**config.mk**
```make
export PLATFORM = sky130hd
export DESIGN_NAME = csv_row_field_parser_top_flat
export DESIGN_NICKNAME = d
export VERILOG_FILES = /design/src/hdl/csvp_pkg.sv /design/src/hdl/csvp_ifs.sv /design/src/hdl/csvp_step.sv /design/src/hdl/csv_row_field_parser_top.sv /design/src/flat_wrapper.sv
export SDC_FILE = /design/constraint.sdc
export NUM_CORES = 1
export LEC_CHECK = 0
export ABC_CLOCK_PERIOD_IN_PS = 2330
export BUFFER_PORTS_ARGS = -buffer_cell sky130_fd_sc_hd__buf_2
export CORE_MARGIN = 5
export CORE_UTILIZATION = 30
export DETAILED_ROUTE_END_ITERATION = 8
export GPL_TIMING_DRIVEN = 0
export PLACE_DENSITY = 0.48
export SETUP_SLACK_MARGIN = 0.5
export SKIP_LAST_GASP = 1
export SLEW_MARGIN = 10
export SYNTH_ARGS = -nofsm -noshare
export SYNTH_HDL_FRONTEND = slang
export SYNTH_SLANG_ARGS = --single-unit
```
**constraint.sdc**
```tcl
create_clock -name clk -period 2.33 [get_ports clk]
set_input_delay 0.466 -clock clk [delete_from_list [all_inputs] [get_ports clk]]
set_output_delay 0.466 -clock clk [all_outputs]
set_load 0.05 [all_outputs]
```
**src/hdl/csvp_pkg.sv**
```systemverilog
// Package with the constants, codes and types of the CSV row field parser.
`timescale 1ns / 1ps

package csvp_pkg;

  localparam int MAX_COLUMNS = 64;
  localparam int CNT_W       = $clog2(MAX_COLUMNS + 1);
  localparam int FI_W        = 6;

  localparam logic [7:0] SEP_RESET = 8'h2C;
  localparam logic [7:0] CH_QUOTE  = 8'h22;
  localparam logic [7:0] CH_LF     = 8'h0A;
  localparam logic [7:0] CH_CR     = 8'h0D;

  localparam logic KIND_TEXT = 1'b0;
  localparam logic KIND_END  = 1'b1;

  typedef enum logic [1:0] {
    MODE_START    = 2'd0,
    MODE_QUOTED   = 2'd1,
    MODE_AFTER    = 2'd2,
    MODE_UNQUOTED = 2'd3
  } mode_t;

  typedef struct packed {
    mode_t            mode;
    logic             quote_pending;
    logic             after_cr;
    logic             something_read;
    logic [CNT_W-1:0] column_count;
  } pstate_t;

  typedef struct packed {
    logic            char_valid;
    logic [7:0]      char_out;
    logic            discard_field;
    logic            field_end;
    logic [FI_W-1:0] field_index;
    logic            row_end;
    logic            column_overflow;
  } result_t;

endpackage

```
**src/hdl/csvp_ifs.sv**
```systemverilog
// Request channel interfaces of the CSV row field parser: input bytes and results.
`timescale 1ns / 1ps

interface csvp_in_if;
  logic       valid;
  logic       ready;
  logic       kind;
  logic [7:0] data_byte;

  modport source (output valid, kind, data_byte, input ready);
  modport sink   (input valid, kind, data_byte, output ready);
endinterface

interface csvp_out_if;
  logic       valid;
  logic       ready;
  logic       char_valid;
  logic [7:0] char_out;
  logic       discard_field;
  logic       field_end;
  logic [5:0] field_index;
  logic       row_end;
  logic       column_overflow;

  modport source (output valid, char_valid, char_out, discard_field, field_end,
                  field_index, row_end, column_overflow, input ready);
  modport sink   (input valid, char_valid, char_out, discard_field, field_end,
                  field_index, row_end, column_overflow, output ready);
endinterface

```
**src/hdl/csvp_step.sv**
```systemverilog
// Next-state and result logic for one input byte or end-of-input request.
`timescale 1ns / 1ps

module csvp_step
  import csvp_pkg::*;
(
  input  logic       [7:0] sep_i,
  input  logic             kind_i,
  input  logic       [7:0] byte_i,
  input  pstate_t          st_i,
  output pstate_t          st_o,
  output result_t          res_o,
  output logic             has_res_o
);

  typedef struct packed {
    pstate_t st;
    result_t r;
    logic    ok;
  } step_t;

  function automatic pstate_t new_row(input pstate_t s);
    pstate_t o;
    o                = s;
    o.mode           = MODE_START;
    o.quote_pending  = 1'b0;
    o.something_read = 1'b0;
    o.column_count   = '0;
    return o;
  endfunction

  // A field is only stored when something was read; past the column limit
  // the whole row is abandoned instead.
  function automatic step_t store_field(input step_t s);
    step_t o;
    o    = s;
    o.ok = 1'b1;
    if (s.st.something_read) begin
      if (s.st.column_count >= CNT_W'(MAX_COLUMNS)) begin
        o.r.column_overflow = 1'b1;
        o.r.row_end         = 1'b1;
        o.st                = new_row(o.st);
        o.ok                = 1'b0;
      end else begin
        o.r.field_end       = 1'b1;
        o.r.field_index     = FI_W'(s.st.column_count);
        o.st.column_count   = s.st.column_count + 1'b1;
        o.st.something_read = 1'b0;
      end
    end
    return o;
  endfunction

  function automatic step_t end_row(input step_t s);
    step_t o;
    o = store_field(s);
    if (o.ok) begin
      o.r.row_end = 1'b1;
      o.st        = new_row(o.st);
    end
    return o;
  endfunction

  function automatic step_t resolve_quote(input step_t s);
    step_t o;
    o                  = s;
    o.st.quote_pending = 1'b0;
    if (s.st.mode == MODE_UNQUOTED) begin
      o.r.discard_field = 1'b1;
      o.st.mode         = MODE_QUOTED;
    end else begin
      o.st.mode = MODE_AFTER;
    end
    return o;
  endfunction

  function automatic step_t emit(input step_t s, input logic [7:0] c);
    step_t o;
    o              = s;
    o.r.char_valid = 1'b1;
    o.r.char_out   = c;
    return o;
  endfunction

  // Tests run quote, separator, LF, CR so the first match wins when the
  // separator collides with one of the others.
  function automatic step_t take_byte(input step_t s, input logic [7:0] c,
                                      input logic [7:0] sep);
    step_t o;
    o = s;
    unique case (s.st.mode)
      MODE_START: begin
        o.st.something_read = 1'b1;
        priority if (c == CH_QUOTE) begin
          o.st.mode = MODE_QUOTED;
        end else if (c == sep) begin
          o = store_field(o);
        end else if (c == CH_LF) begin
          o = end_row(o);
        end else if (c == CH_CR) begin
          o = end_row(o);
          o.st.after_cr = 1'b1;
        end else begin
          o = emit(o, c);
          o.st.mode = MODE_UNQUOTED;
        end
      end
      MODE_QUOTED: begin
        if (c == CH_QUOTE) begin
          o.st.quote_pending = 1'b1;
        end else begin
          o = emit(o, c);
        end
      end
      MODE_AFTER: begin
        priority if (c == sep) begin
          o = store_field(o);
          if (o.ok) begin
            o.st.mode = MODE_START;
          end
        end else if (c == CH_LF) begin
          o = end_row(o);
        end else if (c == CH_CR) begin
          o = end_row(o);
          o.st.after_cr = 1'b1;
        end else begin
          o = s;
        end
      end
      MODE_UNQUOTED: begin
        priority if (c == CH_QUOTE) begin
          o.st.quote_pending = 1'b1;
        end else if (c == sep) begin
          o = store_field(o);
          if (o.ok) begin
            o.st.mode = MODE_START;
          end
        end else if (c == CH_LF) begin
          o = end_row(o);
        end else if (c == CH_CR) begin
          o = end_row(o);
          o.st.after_cr = 1'b1;
        end else begin
          o = emit(o, c);
        end
      end
    endcase
    return o;
  endfunction

  step_t s;
  logic  open_row;
  logic  skip;

  always_comb begin
    s        = '0;
    s.st     = st_i;
    open_row = st_i.something_read || (st_i.column_count != '0);
    skip     = 1'b0;
    if (kind_i == KIND_END) begin
      s.st.after_cr = 1'b0;
      if (s.st.quote_pending) begin
        s = resolve_quote(s);
      end
      if (open_row) begin
        s = end_row(s);
      end else begin
        s.st = new_row(s.st);
      end
    end else begin
      if (s.st.after_cr) begin
        s.st.after_cr = 1'b0;
        // An LF right after CR belongs to the same line break.
        skip = (byte_i == CH_LF);
      end
      if (!skip) begin
        if (s.st.quote_pending && (byte_i == CH_QUOTE)) begin
          s.st.quote_pending = 1'b0;
          s = emit(s, CH_QUOTE);
        end else begin
          if (s.st.quote_pending) begin
            s = resolve_quote(s);
          end
          s = take_byte(s, byte_i, sep_i);
        end
      end
    end
  end

  assign st_o      = s.st;
  assign res_o     = s.r;
  assign has_res_o = s.r.char_valid | s.r.discard_field | s.r.field_end |
                     s.r.row_end | s.r.column_overflow;

endmodule

```
**src/hdl/csv_row_field_parser_top.sv**
```systemverilog
// Top level of the CSV row field parser: input register, step logic, result register.
//
// Usage: text bytes arrive on in_ch as requests (kind 0 with data_byte, or
// kind 1 for end of input). Each request yields zero or one result request on
// out_ch: a character to append, a field discard, field end with its column,
// row end, or a column overflow that abandons the row.
// The separator byte is written through cfg_we / cfg_wdata; the user must write it
// only while the block is idle (not enforced by the block); it resets to a comma.
// Throughput is one byte per clock while out_ch does not stall: the parse state
// is updated by a single combinational step between the input and result registers.
// An accepted request waits in the input register; its result moves on into the
// result register, which drives out_ch, when that register is free or being taken.
// When out_ch stalls, the result register holds its request and the input
// register fills; in_ch.ready then drops until the receiver takes the result.
// Requests that cause no result pass through without using out_ch.
// Reset (rst_n low, synchronous) empties both registers, sets the separator
// to a comma and puts the parser at the start of a new row.
`timescale 1ns / 1ps

module csv_row_field_parser_top
  import csvp_pkg::*;
(
  input  logic                clk,
  input  logic                rst_n,
  csvp_in_if.sink             in_ch,
  csvp_out_if.source          out_ch,
  input  logic                cfg_we,
  input  logic [7:0]          cfg_wdata
);

  logic       [7:0] separator_r;
  logic             in_v_r;
  logic             in_v_nxt;
  logic             in_kind_r;
  logic       [7:0] in_byte_r;
  logic             out_v_r;
  logic             out_v_nxt;
  result_t          res_r;
  pstate_t          st_r;
  pstate_t          st_nxt;
  result_t          step_res;
  logic             step_has;
  logic             advance;
  logic             in_take;

  assign advance = in_v_r && (!out_v_r || out_ch.ready);
  assign in_take = in_ch.valid && in_ch.ready;

  assign in_ch.ready = !in_v_r || advance;

  csvp_step u_step (
    .sep_i     (separator_r),
    .kind_i    (in_kind_r),
    .byte_i    (in_byte_r),
    .st_i      (st_r),
    .st_o      (st_nxt),
    .res_o     (step_res),
    .has_res_o (step_has)
  );

  always_comb begin
    in_v_nxt = in_v_r;
    if (in_take) begin
      in_v_nxt = 1'b1;
    end else if (advance) begin
      in_v_nxt = 1'b0;
    end
    out_v_nxt = out_v_r;
    if (advance) begin
      out_v_nxt = step_has;
    end else if (out_ch.ready) begin
      out_v_nxt = 1'b0;
    end
  end

  always_ff @(posedge clk) begin
    if (!rst_n) begin
      separator_r <= SEP_RESET;
      in_v_r      <= 1'b0;
      out_v_r     <= 1'b0;
      st_r        <= '{mode: MODE_START, quote_pending: 1'b0, after_cr: 1'b0,
                       something_read: 1'b0, column_count: '0};
    end else begin
      if (cfg_we) begin
        separator_r <= cfg_wdata;
      end
      in_v_r  <= in_v_nxt;
      out_v_r <= out_v_nxt;
      if (advance) begin
        st_r <= st_nxt;
      end
    end
  end

  always_ff @(posedge clk) begin
    if (in_take) begin
      in_kind_r <= in_ch.kind;
      in_byte_r <= in_ch.data_byte;
    end
    if (advance) begin
      res_r <= step_res;
    end
  end

  assign out_ch.valid           = out_v_r;
  assign out_ch.char_valid      = res_r.char_valid;
  assign out_ch.char_out        = res_r.char_out;
  assign out_ch.discard_field   = res_r.discard_field;
  assign out_ch.field_end       = res_r.field_end;
  assign out_ch.field_index     = res_r.field_index;
  assign out_ch.row_end         = res_r.row_end;
  assign out_ch.column_overflow = res_r.column_overflow;

  // The column counter stops at the limit; a field past it abandons the row.
  a_col_limit: assert property (@(posedge clk) disable iff (!rst_n)
    st_r.column_count <= CNT_W'(MAX_COLUMNS))
    else $error("column count beyond the column limit");

  // A pending quote can only come from a quoted or an unquoted field.
  a_quote_mode: assert property (@(posedge clk) disable iff (!rst_n)
    st_r.quote_pending |-> (st_r.mode == MODE_QUOTED || st_r.mode == MODE_UNQUOTED))
    else $error("pending quote outside a quoted or unquoted field");

  // A CR always closes the row, so the parser waits at field start.
  a_cr_start: assert property (@(posedge clk) disable iff (!rst_n)
    st_r.after_cr |-> (st_r.mode == MODE_START && !st_r.something_read))
    else $error("after CR but not at the start of a row");

  // A result request always carries at least one event.
  a_res_event: assert property (@(posedge clk) disable iff (!rst_n)
    out_v_r |-> (res_r.char_valid || res_r.discard_field || res_r.field_end ||
                 res_r.row_end || res_r.column_overflow))
    else $error("empty result request");

  // Overflow abandons the row, it never ends a field.
  a_ovf_row: assert property (@(posedge clk) disable iff (!rst_n)
    (out_v_r && res_r.column_overflow) |-> (res_r.row_end && !res_r.field_end))
    else $error("column overflow without row end");

endmodule

```
**src/flat_wrapper.sv**
```systemverilog
// flat-port wrapper written by rule: the top's interface ports become plain ports
module csv_row_field_parser_top_flat import csvp_pkg::*;
  (clk, rst_n, cfg_we, cfg_wdata, in_ch_valid, in_ch_kind, in_ch_data_byte, in_ch_ready, out_ch_valid, out_ch_char_valid, out_ch_char_out, out_ch_discard_field, out_ch_field_end, out_ch_field_index, out_ch_row_end, out_ch_column_overflow, out_ch_ready);
  csvp_in_if in_ch_i ();
  csvp_out_if out_ch_i ();
  input  logic clk;
  input  logic rst_n;
  input  logic cfg_we;
  input  logic [7:0] cfg_wdata;
  input wire logic [$bits(in_ch_i.valid)-1:0] in_ch_valid;
  input wire logic [$bits(in_ch_i.kind)-1:0] in_ch_kind;
  input wire logic [$bits(in_ch_i.data_byte)-1:0] in_ch_data_byte;
  output wire logic [$bits(in_ch_i.ready)-1:0] in_ch_ready;
  output wire logic [$bits(out_ch_i.valid)-1:0] out_ch_valid;
  output wire logic [$bits(out_ch_i.char_valid)-1:0] out_ch_char_valid;
  output wire logic [$bits(out_ch_i.char_out)-1:0] out_ch_char_out;
  output wire logic [$bits(out_ch_i.discard_field)-1:0] out_ch_discard_field;
  output wire logic [$bits(out_ch_i.field_end)-1:0] out_ch_field_end;
  output wire logic [$bits(out_ch_i.field_index)-1:0] out_ch_field_index;
  output wire logic [$bits(out_ch_i.row_end)-1:0] out_ch_row_end;
  output wire logic [$bits(out_ch_i.column_overflow)-1:0] out_ch_column_overflow;
  input wire logic [$bits(out_ch_i.ready)-1:0] out_ch_ready;
  assign in_ch_i.valid = in_ch_valid;
  assign in_ch_i.kind = in_ch_kind;
  assign in_ch_i.data_byte = in_ch_data_byte;
  assign in_ch_ready = in_ch_i.ready;
  assign out_ch_valid = out_ch_i.valid;
  assign out_ch_char_valid = out_ch_i.char_valid;
  assign out_ch_char_out = out_ch_i.char_out;
  assign out_ch_discard_field = out_ch_i.discard_field;
  assign out_ch_field_end = out_ch_i.field_end;
  assign out_ch_field_index = out_ch_i.field_index;
  assign out_ch_row_end = out_ch_i.row_end;
  assign out_ch_column_overflow = out_ch_i.column_overflow;
  assign out_ch_i.ready = out_ch_ready;
  csv_row_field_parser_top u_core (.clk(clk), .rst_n(rst_n), .in_ch(in_ch_i), .out_ch(out_ch_i), .cfg_we(cfg_we), .cfg_wdata(cfg_wdata));
endmodule
```
Yosys cells after proc, flatten, opt, wreduce, memory -nomap -nowiden
Cells that the tools add are included.
{"block": "word_totals", "reg_bits": 50, "input_bits": 22, "output_inout_bits": 21}
{"block": "classes", "add_sub_neg": 2, "order_cmp": 2, "eq_ne": 10, "mux": 113, "bitwise_logic": 4, "n_reduce_logical": 14}
{"cell": "$mux 32", "n": 17}
{"cell": "$mux 10", "n": 53}
{"cell": "$pmux 32 s4", "n": 1}
{"cell": "$mux 12", "n": 10}
{"cell": "$mux 30", "n": 1}
{"cell": "$mux 29", "n": 1}
{"cell": "$mux 7", "n": 4}
{"cell": "$mux 20", "n": 1}
{"cell": "$eq 8x4->1 const B", "n": 2}
{"cell": "$mux 1", "n": 16}
{"cell": "$add 7x1->7 const B", "n": 2}
{"cell": "$ge 7x7->1 const B", "n": 2}
{"cell": "$mux 2", "n": 5}
{"cell": "$eq 8x6->1 const B", "n": 1}
{"cell": "$eq 8x8->1", "n": 1}
{"cell": "$mux 4", "n": 2}
{"cell": "$reduce_bool 7->1", "n": 1}
{"cell": "$eq 2x2->1 const B", "n": 3}
{"cell": "$mux 3", "n": 2}
{"cell": "$ne 2x1->1 const B", "n": 2}
{"cell": "$or 1x1->1", "n": 4}
{"cell": "$reduce_bool 2->1", "n": 2}
{"cell": "$logic_and 1x1->1", "n": 3}
{"cell": "$logic_or 1x1->1", "n": 3}
{"cell": "5 further kinds", "n": 6}

Longest topological paths before layout
Gate-level depths: netlist (run 1).
{"block": "logic_depth", "depth_word": 31, "mapped_depth": 7, "ltp_nobuf": 7}

By module
From an unflattened synthesis (run 1), not the netlist that was laid out.
{"block": "hier_totals", "hier_cells": 322, "hier_area_um2": 2956.6}
{"mod": "csv_row_field_parser_top", "instances": 1, "cells_each": 117, "area_per_inst_um2": 1724.2, "seq_area_each_um2": 1281.2}
{"mod": "csvp_step", "instances": 1, "cells_each": 205, "area_per_inst_um2": 1232.4, "seq_area_each_um2": 0.0}

Least setup slack after synthesis (run 1)
OpenSTA, ideal clock, no wires.
{"block": "synth_timing", "path_type": "reg2reg", "start": "register u_core.out_v_r (netlist: u_core.out_ch.valid)", "end": "register u_core.st_r[6] (netlist bit)", "setup_time_ns": 0.072, "arrival_ns": 2.136, "t_required_ns": 2.258, "path_slack_ns": 0.123, "path_stages_with_launch": 7, "n_path_buf": 0, "synth_period_minus_slack_ns": 2.207, "cell_sequence": "dfxtp_1 -> nor2b_1 -> nand2b_1 -> inv_1 -> a32oi_2 -> a21o_2 -> mux2i_1"}
{"block": "synth_between", "elab_chain_cells": 4}
{"item": "from (decl)", "line": "csv_row_field_parser_top.sv:36", "rtl": "logic out_v_r;"}
{"item": "from (signal assigned)", "line": "csv_row_field_parser_top.sv:88", "rtl": "out_v_r <= out_v_nxt;"}
{"item": "$logic_not 1->1", "line": "csv_row_field_parser_top.sv:46", "rtl": "assign advance = in_v_r && (!out_v_r || out_ch.ready);"}
{"item": "$logic_or 1x1->1", "line": "csv_row_field_parser_top.sv:46"}
{"item": "$logic_and 1x1->1", "line": "csv_row_field_parser_top.sv:46"}
{"item": "net u_core.advance", "line": "csv_row_field_parser_top.sv:43", "rtl": "logic advance;"}
{"item": "$reduce_and 3->1 (no source line)"}
{"item": "to (signal assigned)", "line": "csv_row_field_parser_top.sv:81", "rtl": "st_r <= '{mode: MODE_START, quote_pending: 1'b0, after_cr: 1'b0,"}
{"item": "to (signal assigned)", "line": "csv_row_field_parser_top.sv:90", "rtl": "st_r <= st_nxt;"}
{"item": "to (decl)", "line": "csv_row_field_parser_top.sv:39", "rtl": "pstate_t st_r;"}
The timed path passes the listed nets, and every way through them passes these cells.
A chain may end at the register's enable or synchronous reset.

Final worst setup path (run 1)
{"block": "layout_timing", "start": "register u_core.in_byte_r[0]", "end": "register u_core.st_r[2] (netlist bit)"}
{"block": "layout_between", "elab_chain_cells": 9, "elab_cells_between_ends": 25, "classes_between": "eq/ne: 6; mux: 17; reduce/logical: 2"}
{"item": "from (decl)", "line": "csv_row_field_parser_top.sv:35", "rtl": "logic [7:0] in_byte_r;"}
{"item": "from (signal assigned)", "line": "csv_row_field_parser_top.sv:98", "rtl": "in_byte_r <= in_ch.data_byte;"}
{"item": "$eq 8x4->1", "line": "csvp_step.sv:100, csvp_step.sv:123, csvp_step.sv:140"}
{"item": "$mux 32 (on tied branches)", "line": "csvp_step.sv:140, csvp_step.sv:100"}
{"item": "$mux 32 (on tied branches)", "line": "csvp_step.sv:138, csvp_step.sv:98"}
{"item": "$mux 32 (on tied branches)", "line": "csvp_step.sv:133, csvp_step.sv:96"}
{"item": "$mux 29 or $mux 30 (tied branches)", "line": "csvp_step.sv:131, csvp_step.sv:94"}
{"item": "$pmux 32 s4", "line": "csvp_step.sv:91", "rtl": "unique case (s.st.mode)"}
{"item": "$mux 32", "line": "csvp_step.sv:177", "rtl": "if (s.st.quote_pending && (byte_i == CH_QUOTE)) begin"}
{"item": "$mux 32", "line": "csvp_step.sv:176", "rtl": "if (!skip) begin"}
{"item": "$mux 32", "line": "csvp_step.sv:160", "rtl": "if (kind_i == KIND_END) begin"}
Parallel ways exist; a longest one is shown, timed or not. The select of a mux whose other input is x is not followed.

==> metrics.cfg, run 1 <==
[power]
combPwrFrac=0.156
ir_drop_v=0.0002192
leakagePower_nw=1.319
powerDensity_nw_per_um2=532.7
pwr-share-seq=0.531
clkPwrFrac=0.314
p_sw_frac=0.2776
intPower_mw=1.357
power.switching_mw=0.5217
total_power_mw=1.879

[global_route]
grt_pass1_vias=2399
grt_pass1_wl_microns=12450
antenna_found_initial=0
grtUsageMet2=0.2158
groute.layer.met1.usage=0.1937
grt_max_degree=17
grt_use_total=0.1385
grt_busiest_layer=met2
use_met3=0.02228
grt_overflow=0

[timing]
rsz0062_at_grt=true
skew_ps=5.963
setup_viol=8
setup_slack_ps=-92.95
layout_min_cycle_time_ps=2423
worst_slew_pin_slew_ps=701.9
fin_crit_sh=1.040
slew_violations=0
slew-limit-headroom=0.5321
hold_violations=0
max_freq_mhz=412.7

[final_layout]
syn2layout_area_growth_pct=25.23
multiInputGateArea_sq_um=1568
fin_area_sq_um=3527
nFillCells=926
ff_latch_area_sq_um=1282
nets=367
insertedDiodeCount=0
drive_above_1_share=0.3052
fin_cells=455

[cts]
clock-sinks=50
numCtsBuffers=5
cts_tree=done
clk_path_buf_depth=2
clk_latency_ps=310
clkTransAtPathRegs_ps=100
htree_levels=2
clockRootBuffer=clkbuf_8

[die]
placementRows=35
die_area_sq_um=11430
ioPinCount=43
coreArea_sq_um=9196
initial_core_util=0.3063
die_h_microns=106.9
die_w_microns=106.9

[hold_path]
min_to=u_core.in_byte_r[4]
whs_path_depth=1
hp-start=in_ch_data_byte[4]
hp-class=primary input to flip-flop

[placed_design]
place_congestion=0.9033
post-place-cells=432
dp_hpwl_microns=5398
io_buffers=40
place_area_sq_um=3186

[logic_synthesis]
ys_top_cells_by_area=edfxtp_1 (30%), dfxtp_1 (16%), mux2i_1 (4.3%)
syn_area_per_cell_sq_um=10.02
ys_seq_area_frac=0.4549
syn_area_sq_um=2816
yosysTopAreaCell=edfxtp_1
yosysTopAreaCellShare=0.2985
synthesis.nets=305
async_reset_ff_frac=0
yosys_warnings=0
synth_ff_type=edfxtp_1
synth_cell_types=62
synth_top_cells_by_count=edfxtp_1 (28), nand2_1 (24), dfxtp_1 (22)
ys_seq_elements=50
yosys.cell_count.top_type=edfxtp_1
synthCells=281
synth_edf_count=28

[outcome]
violations=setup timing
status=finished with violations

[setup_path]
path_cells=or3b_4, a211o_1, o21ai_2, o22ai_2, a221o_1, a21o_1
cp_num_buf_inv=0
crit_type=flip-flop to flip-flop
worst_setup_path_end_kind=flip-flop
reg2regPathDepth=6
critPathLaunchType=flip-flop
rr_startpoint=u_core.in_byte_r[0]
worst_ep_arrival_time_ps=2630
reg2reg_to=u_core.st_r[2]
crit_fanout=6
crit_family=compound AO/OA/AOI/OAI gates
critPathMaxStageDelay_ps=540
r2r_setup_slack_ps=-90
crit_required_ps=2540
cp_slowest_cell=edfxtp_1

[job]
cap_violations=0

[detailed_routing]
drt_iter0_drc=212
routedWlPerCell_microns=17.15
drt-total-wl_microns=7803
first_pass_iters=5
antenna_left=0
drc_errors=0
viasPerCell=5.420
vias=2466

[timing repair]
| item | CTS | global route |
|---|---|---|
| setup buffers | 11 | 3 |
| hold buffers | 0 | 0 |
| endpoints found under the setup margin | 51 | 52 |
| resized for setup | 18 | 15 |
| pin swaps | 8 | 3 |
| hold endpoints to repair | 0 | 0 |
| cloned | 1 | 0 |
[through the flow]
step / TNS [ps] / util / setup slack [ps] / hold WS [ps]
after global routing: -1327 / 0.3835 / -154.8 / 302.1
after CTS: -76.65 / 0.3761 / -17.19 / 310.5
final: -386.0 / 0.3835 / -92.95 / 321.2
after detailed placement: -2787 / 0.3464 / -364.1 / 491.9
after floorplan: 0 / - / 227.5 / 463.4
after global placement: -2618 / 0.3464 / -348.8 / 487.9
[flip-flops by register name, summed over array words and instances, names as in the netlist, 6 cells and up]
signal                     cells
u_core.out_ch.field_index      6
u_core.out_ch.char_out         8
u_core.separator_r             8
u_core.in_byte_r               8
u_core.st_r                   12
[worst max-delay path by stage]
stage / depth (start not counted) / slack, ps / startpoint / endpoint
after floorplan: 6 / 230 / u_core.in_byte_r[3] / u_core.out_ch.valid
after global placement: 7 / -350 / out_ch_ready / u_core.st_r[5]
after detailed placement: 7 / -360 / out_ch_ready / u_core.st_r[3]
after CTS: 6 / -20 / u_core.in_byte_r[0] / u_core.st_r[2]
after global routing: 8 / -150 / u_core.st_r[9] / u_core.st_r[2]
final: 6 / -90 / u_core.in_byte_r[0] / u_core.st_r[2]
[logic make-up after synthesis]
kind of cell	share of synthesized area
AOI/OAI and AO/OA	0.1919
xor gates and xnor gates	0.02488
adders and majority gates	0.01244
buffers and inverters	0.03198
DFF	0.4549
muxes	0.04265
and+or+nand+nor	0.2412
[placed cells by master (no fill, tap or decap), types with 10 or more instances in the layout]
master | Yosys | final
nor2_1 | 18 | 16
nand3_1 | 11 | 11
nand2_1 | 24 | 23
buf_2 | 2 | 41
mux2i_1 | 12 | 12
dfxtp_1 | 22 | 21
edfxtp_1 | 28 | 28
and2_1 | 15 | 15
buf_4 | 0 | 12
nor2b_1 | 12 | 10
clkbuf_1 | 12 | 11
[cell type report]
| cell class | count | area share |
|---|---|---|
| Timing Repair inverter | 1 | 0.002128 |
| Multi-Input combinational cell | 208 | 0.4445 |
| Timing Repair Buffer | 54 | 0.08868 |
| Buffer | 15 | 0.02164 |
| Sequential cell | 50 | 0.3636 |
| Inverter | 8 | 0.009578 |
| Tap cell | 111 | 0.03938 |
| Clock inverter | 2 | 0.003902 |
| Clock buffer | 6 | 0.02661 |
[layer usage]
layer | vias up | share of wire
li1 | 1171 | -
met1 | 1171 | 0.46
met2 | 97 | 0.46
met3 | 27 | 0.058
met4 | 0 | 0.026
met5 | - | 0
[power groups by stage]
stage | combinational (mW) | sequential [mW] | clock [mW]
after detailed placement | 0.256 | 1.02 | 0
after floorplan | 0.145 | 1.05 | 0
after global routing | 0.315 | 1.00 | 0.634
final | 0.292 | 0.997 | 0.589
after global placement | 0.256 | 1.02 | 0
after CTS | 0.281 | 0.998 | 0.611
No activity file was read; power rests on OpenSTA's default activity.
==> run 2: changes to the inputs <==
--- a/config.mk
+++ b/config.mk
@@ -9,7 +9,9 @@
 export BUFFER_PORTS_ARGS = -buffer_cell sky130_fd_sc_hd__buf_2
 export CORE_MARGIN = 5
 export CORE_UTILIZATION = 30
+export CTS_BUF_LIST = sky130_fd_sc_hd__clkbuf_16
 export DETAILED_ROUTE_END_ITERATION = 8
+export GPL_ROUTABILITY_DRIVEN = 0
 export GPL_TIMING_DRIVEN = 0
 export PLACE_DENSITY = 0.48
 export SETUP_SLACK_MARGIN = 0.5
==> metrics.cfg, run 2 (synthesis gave the netlist of run 1 again) <==
[timing]
fin_crit_sh=1.003
worst_slew_pin_slew_ps=684.3
setup_viol=1
fin_setup_tns_ps=-7.019
hold_violations=0
slew-limit-headroom=0.5438
layout_min_cycle_time_ps=2337
max_freq_mhz=427.9
setup_slack_ps=-7.019
skew_ps=3.732
rsz0062_at_grt=true
slew_violations=0

[final_layout]
final_cell_mix=buf_2 (41), edfxtp_1 (28), nand2_1 (24), dfxtp_1 (21), nor2_1 (17)
fin_cells=454
nets=366
fin_area_sq_um=3582
syn2layout_area_growth_pct=27.19
regMostFlops=u_core.st_r
largest_reg_flops=12
drive_above_1_share=0.3003
final_common_cell=buf_2
insertedDiodeCount=0

[power]
powerDensity_nw_per_um2=578.0
power.switching_mw=0.5278
total_power_mw=2.071
combPwrFrac=0.139
p_sw_frac=0.2549
clkPwrFrac=0.379
leakagePower_nw=1.334
intPower_mw=1.543
ir_drop_v=0.0002993
pwr-share-seq=0.482

[detailed_routing]
drc_errors=0
viasPerCell=5.368
drt-total-wl_microns=7496
drt_iter0_drc=230
vias=2437
routedWlPerCell_microns=16.51
first_pass_iters=5
antenna_left=0

[die]
die_w_microns=106.9
ioPinCount=43
coreArea_sq_um=9196
placementRows=35
initial_core_util=0.3063
die_h_microns=106.9
die_area_sq_um=11430

[cts]
numCtsBuffers=5
ctsHoldBuffers=0
clock-sinks=50
clockRootBuffer=clkbuf_16
cts_tree=done
clk_path_buf_depth=2
clk_latency_ps=290
clkTransAtPathRegs_ps=70
htree_levels=2

[global_route]
antenna_found_initial=0
grt_pass1_vias=2266
grt_max_degree=17
grt_use_total=0.1302
grt_pass1_wl_microns=11650
grt_overflow=0

[outcome]
violations=setup timing
status=finished with violations

[setup_path]
critPathLaunchType=flip-flop
worst_setup_path_end_kind=flip-flop
reg2regPathDepth=6
crit_type=flip-flop to flip-flop
worst_ep_arrival_time_ps=2510
crit_fanout=5
crit_required_ps=2510

[hold_path]
whs_path_depth=1
hp-class=primary input to flip-flop

[placed_design]
pre_cts_slack_ps=-337.3
io_buffers=40
dp_hpwl_microns=5253
place_area_sq_um=3186
post-place-cells=432

[job]
cap_violations=0

## run 2: cell count changes in the layout (fill, tap and decap cells not counted), moves of 2 or more
cell       delta
clkbuf_16     +5
a211oi_1      +2
nor3_1        -2
o21ai_2       -2
nor3_2        +3
a211oi_2      -2
clkbuf_8      -6
## run 2: path summary, 6_finish.rpt
kind / from / endpoint / slack, ps
worst max-delay path: u_core.in_byte_r[0] / u_core.out_ch.valid / -7
worst min-delay path: in_ch_data_byte[5] / u_core.in_byte_r[5] / 350
worst max register to register: u_core.in_byte_r[0] / u_core.out_ch.valid / -7
worst min register to register: u_core.separator_r[5] / u_core.separator_r[5] / 500
## run 2: through the flow
step	util	hold WS, ps
detailed placement	0.3464	496.3
global route	0.3895	346.0
global placement	0.3464	489.5
CTS	0.3807	343.7
floorplan	-	463.4
finish	0.3895	347.1
## run 2: cell type report
| cell class | instances | area (sq um) |
|---|---|---|
| inverter | 8 | 33.78 |
| tap | 111 | 138.9 |
| clock buffer | 6 | 150.1 |
| fill | 910 | 5614 |
| sequential | 50 | 1282 |
| clock inverter | 2 | 13.76 |
| timing repair buffer | 53 | 301.5 |
| multi-input combinational | 208 | 1584 |
| timing repair inverter | 1 | 7.507 |
| buffer | 15 | 70.07 |
## run 2: worst max-delay path, stage by stage (launching register included)
cell and delay [ps]:
edfxtp_1 510, or3b_4 490, a211oi_1 320, or2_4 240
o41ai_2 110, or3_1 320, o31a_1 240
## run 2: power by group through the flow
stage	sequential (mW)	clock, mW	combinational (mW)
2_1_floorplan	1.05	0	0.145
3_3_place_gp	1.02	0	0.256
3_5_place_dp	1.02	0	0.256
4_1_cts	0.998	0.807	0.280
5_1_grt	1.00	0.832	0.310
6_report	0.998	0.784	0.288
## run 2: per-layer routing
metal / wire length, microns / track usage / vias up
met2: 3415 / 0.2037 / 99
met3: 459 / 0.02228 / 16
met5: 0 / 0 / -
met1: 3415 / 0.1801 / 1157
li1: - / - / 1165
met4: 205 / 0.04840 / 0
## run 2: timing repair
item	4_1_cts	5_1_grt
gates cloned	1	0
pin swaps	9	5
endpoints found under the setup margin	50	31
gates resized for setup	15	14
setup buffers	11	2
